[src/rtl/bsc_pkg.sv]
package bsc_pkg;

    localparam int CAL_BYTES = 21;
    localparam int CAL_W     = 8 * CAL_BYTES;
    localparam int CFG_W     = 64;
    localparam int HIGH_W    = 40;

    // width of one slice of the wide operand in the sliced multiplier
    localparam int CHUNK_W = 24;

    localparam logic [1:0] REG_CAL_LOW  = 2'd0;
    localparam logic [1:0] REG_CAL_MID  = 2'd1;
    localparam logic [1:0] REG_CAL_HIGH = 2'd2;

    typedef logic [CAL_W-1:0] calib_t;

endpackage

[src/rtl/bsc_mul.sv]
module bsc_mul #(
    parameter int WA = 34,
    parameter int WB = 24
) (
    input  logic                       clk,
    input  logic                       adv,
    input  logic signed [WA-1:0]       a,
    input  logic signed [WB-1:0]       b,
    output logic signed [WA+WB-1:0]    p
);

    localparam int CW  = bsc_pkg::CHUNK_W;
    localparam int NCH = (WA + CW - 1) / CW;
    localparam int AW  = NCH * CW;
    localparam int PW  = CW + 1 + WB;
    localparam int SW  = AW + WB;

    logic signed [AW-1:0]    a_ext;
    logic signed [PW-1:0]    part_next [NCH];
    logic signed [PW-1:0]    part_reg  [NCH];
    logic signed [SW-1:0]    sum_next;
    logic signed [WA+WB-1:0] p_reg;

    assign a_ext = AW'(a);

    always_comb
    begin
        logic signed [CW:0] chunk;
        for (int k = 0; k < NCH; k++)
        begin
            if (k == NCH - 1)
            begin
                chunk = $signed({a_ext[AW-1], a_ext[k*CW +: CW]});
            end
            else
            begin
                chunk = $signed({1'b0, a_ext[k*CW +: CW]});
            end
            part_next[k] = PW'(chunk) * PW'(b);
        end
    end

    always_comb
    begin
        sum_next = '0;
        for (int k = 0; k < NCH; k++)
        begin
            sum_next = sum_next + (SW'(part_reg[k]) <<< (k * CW));
        end
    end

    always_ff @(posedge clk)
    begin
        if (adv)
        begin
            for (int k = 0; k < NCH; k++)
            begin
                part_reg[k] <= part_next[k];
            end
            p_reg <= $signed(sum_next[WA+WB-1:0]);
        end
    end

    assign p = p_reg;

endmodule

[config.mk]
export PLATFORM = sky130hd
export DESIGN_NAME = bsc_mul
export DESIGN_NICKNAME = d
export VERILOG_FILES = /design/src/rtl/bsc_pkg.sv /design/src/rtl/bsc_mul.sv
export SDC_FILE = /design/constraint.sdc
export NUM_CORES = 2
export LEC_CHECK = 0
export BUFFER_PORTS_ARGS = -buffer_cell sky130_fd_sc_hd__buf_2
export CORE_ASPECT_RATIO = 1.25
export CORE_MARGIN = 1.5
export CORE_UTILIZATION = 51
export DETAILED_ROUTE_END_ITERATION = 7
export PLACE_DENSITY = 0.7
export SLEW_MARGIN = 5
export SYNTH_ARGS = -nofsm -noshare
export SYNTH_HDL_FRONTEND = slang
export SYNTH_SLANG_ARGS = --single-unit
export TNS_END_PERCENT = 10
[constraint.sdc]
create_clock -name clk -period 13.5 [get_ports clk]
set_clock_uncertainty 0.2 [all_clocks]
set_input_delay 1.35 -clock clk [delete_from_list [all_inputs] [get_ports clk]]
set_output_delay 1.35 -clock clk [all_outputs]
set_load 0.05 [all_outputs]
* Word level (Yosys, flattened, before mapping)
Memory sizes are Yosys's and may differ from the RTL's.
Cells that the tools add are included.
** Word-level totals
- Memories :: 1
- Word-level logic and storage cells :: 7
- Output and inout bits :: 58
- Input port bits :: 60
- RAM bits :: 98
- Bits in registers :: 58
** Memory list
- part_reg :: words 2, bits a word 49, rd ports 2, clocked after memory_dff 0, wr ports 2, line bsc_mul.sv:20 : logic signed [PW-1:0] part_reg [NCH];
** Operators by class
- $add $sub $neg :: 1
- Multiply operators :: 2
- Muxes and demuxes :: 2
** Operators with widths (count)
- adder 49 x 58 -> 58 bit :: 1
- multiplier 25 x 24 -> 49 bit :: 1
- multiplier 10 x 24 -> 34 bit :: 1
- 2-to-1 mux 1 bit :: 2

* Depth between registers and ports, before layout
- Depth after elaboration :: 2
- Gate-level depth with buffers :: 28
- Gate-level depth less buffers :: 26

* Worst setup path after synthesis
OpenSTA, ideal clock, no wires.
- Kind :: input port to flip-flop
- From :: input port a[10]
- To :: memory part_reg[0][41] in the netlist's numbering (data pin)
- Path buffers :: 2
- Cell stages on the path :: 26
- Data arrival time :: 7.434 ns
- Setup slack :: 5.607 ns
- Required time :: 13.041 ns
- Library setup time :: 0.259 ns
- Cell sequence :: clkbuf_1 -> nand2_1 -> fa_1 -> fa_1 -> inv_1 -> fa_1 -> inv_1 -> fa_1 -> inv_1 -> fa_1 -> fa_1 -> inv_1 -> fa_1 -> inv_1 -> ha_1 -> clkbuf_1 -> a21o_1 -> a21o_1 -> a21oi_1 -> o21ai_0 -> nand3_1 -> a31oi_1 -> o41a_1 -> a21o_1 -> a21oi_1 -> xnor2_1
** RTL lines
- start, declared :: line bsc_mul.sv:7 : input logic signed [WA-1:0] a,
- end, declared :: line bsc_mul.sv:20

==> run summary <==
routed vias: 23200
postcts setup bufs: 0
Core ar.: 64400 µm²
Yosys cell types: 62
FFs w/ async S/R, synth: 0
largest net degree at the start of global routing: 94
gpl congestion: 0.887
root buffer cell: clkbuf_16
max FFs per register: 83
Mean Syn Cell Area: 9.64 µm²
Slew Limit Fails: 0
Crit Path Max Fanout: 34
num ports: 118
Detailed Route WL: 77400 µm
Reg area: 4230 µm²
hpwl dp: 60800 µm
Worst EP arrival: 8810 ps
CP endpoint kind: register
Cell Rows: 104
first-pass GRT wire length: 129000 µm
worst slew pin tran: 866 ps
initial antenna violation count: 2
IO buf count: 117
gr busiest metal: met2
die span in y: 288 µm
worst reg-to-reg setup slack: 9680 ps
Netlist Area Pre-Place: 33200 µm²
crit path time final: 8810 ps
setup violators final: 0
Worst-path clk slew: 80 ps
wire length per cell: 18.0 µm
met1 usage: 0.308
Final Hold Fails: 0
Layout Nets: 4490
Routed Antenna Nets: 0
fin crit share: 0.653
yosys warns: 0
vias per inst: 5.39
Sink Count: 141
Die ar.: 66600 µm²
diodes inserted: 0
clk buf depth: 2
data required time of the critical path: 13500 ps
Fin Setup TNS: 0 ps
maximum clock frequency: 114 MHz
CP most frequent cell: fa_1
CTS Buf Count: 17
Main synth FF type: edfxtp_1
crit path kind: in2reg
# resized after CTS: 0
GRT met2 Usage: 0.437
DRT Pass-1 Iters: 5
Area growth, synth to finish: 5.10%
Seq cells post-synth: 141
sequential-to-total area share from yosys stat: 0.128
M3 GR Usage: 0.0314
Non-Filler Instances: 4293
area taken by multi-input logic gates: 25700 µm²
cts hold-fix bufs: 0
max cap viols: 0
Post-synth EDFFs: 141
Post-Syn Instances: 3440
vias in the first global route: 25200
slowest stage delay, CP: 630 ps
crit start category: input port
RSZ-0062 raised after global routing: false
grt ovf: 0
H-Tree Depth: 4
starting density of the core: 0.515
Synth Net Count: 4498
Hold/Removal Path Class: reg2reg
chip width: 231 µm
DRT iter0 DRCs: 1143
Max transition margin: 0.423
Clk Latency, worst-skew pair: 460 ps
drc violations: 0
All-Layer GR Usage: 0.246
status: finished, final reports clean
CTS tree: built
Fillers: 5876
CP max-delay cell: o21ai_0
layout cells sized above 1: 0.0485
DP Cell Count: 4261
## layout by cell type (no fill, tap or decap), types with 5 or more instances in the layout
cell	n
inv_6	6
ha_1	312
a31oi_1	10
a21o_1	40
nand2b_1	49
and3_1	12
buf_2	116
o21ai_0	50
o31a_1	5
nand4_1	9
inv_1	711
nand2_1	434
clkbuf_16	17
nand3_1	19
nor3_1	13
and2_1	389
o21a_1	18
o21bai_1	12
nor2_1	71
buf_4	7
xnor2_1	80
o211ai_1	8
edfxtp_1	141
o21ai_1	6
xor2_1	21
fa_1	686
nor2b_1	29
a211oi_1	10
a21oi_1	85
## cells by family after synthesis
kind of cell	after synthesis	share of synthesized area
multiplexers	1	0.000302
AND/OR/NAND/NOR	1047	0.159
buffers and inverters	862	0.0975
adder cells (fa/ha/maj)	998	0.532
XOR/XNOR	101	0.0267
AO/OA/AOI/OAI	290	0.0570
flip-flops	141	0.128
## critical path, delay by kind of cell
family,cells,cell delay [ps]
AND/OR/NAND/NOR,4,610
AO/OA/AOI/OAI,6,1900
adder cells (fa/ha/maj),8,3950
XOR/XNOR,1,130
buffers and inverters,6,840
## per-stage QoR
stage | util | hold slack (ps) | worst slack, ps | cell area (µm²)
3_3_place_gp | 0.533 | 203 | 4410 | 34300
6_report | 0.541 | 209 | 4690 | 34900
4_1_cts | 0.541 | 212 | 4780 | 34900
2_1_floorplan | - | 200 | 5610 | 33200
5_1_grt | 0.541 | 223 | 4430 | 34900
3_5_place_dp | 0.533 | 205 | 4290 | 34300
## path summary, 6_finish.rpt
kind | startpoint | to | cells past startpoint
max | b[3] | part_reg[0][44]$_DFFE_PP_ | 25
min | part_reg[0][23]$_DFFE_PP_ | p[23]$_DFFE_PP_ | 0
max reg2reg | part_reg[0][24]$_DFFE_PP_ | p[52]$_DFFE_PP_ | 13
min reg2reg | part_reg[0][23]$_DFFE_PP_ | p[23]$_DFFE_PP_ | 0
## per-layer routing
| metal | up-vias | wire (µm) |
|---|---|---|
| li1 | 10400 | - |
| met1 | 11900 | 31600 |
| met2 | 676 | 39300 |
| met5 | - | 24 |
| met4 | 4 | 2340 |
| met3 | 136 | 4040 |
## layout make-up
cell class,count,share of cell area
inverter,711,0.0766
multi-input combinational,2437,0.737
clock buffer,17,0.0122
clock inverter,15,0.00366
sequential,141,0.121
tap,848,0.0304
timing repair buffer,124,0.0185
## synth_stat cells (12+ instances only)
cell type	n	area, µm²
nor2_1	71	267
nand2b_1	49	307
and3_1	12	75.1
xnor2_1	80	701
a21o_1	40	300
o21a_1	18	135
o21ai_0	50	250
ha_1	312	3900
and2_1	389	2430
edfxtp_1	141	4230
xor2_1	21	184
a21oi_1	85	425
o21bai_1	12	90.1
nand2_1	434	1630
nor2b_1	29	181
nand3_1	19	95.1
inv_1	711	2670
clkbuf_1	151	567
nor3_1	13	65.1
fa_1	686	13700
Power is not shown: default switching activity piles up to over one toggle a cycle in this logic, so the estimate is an artifact.
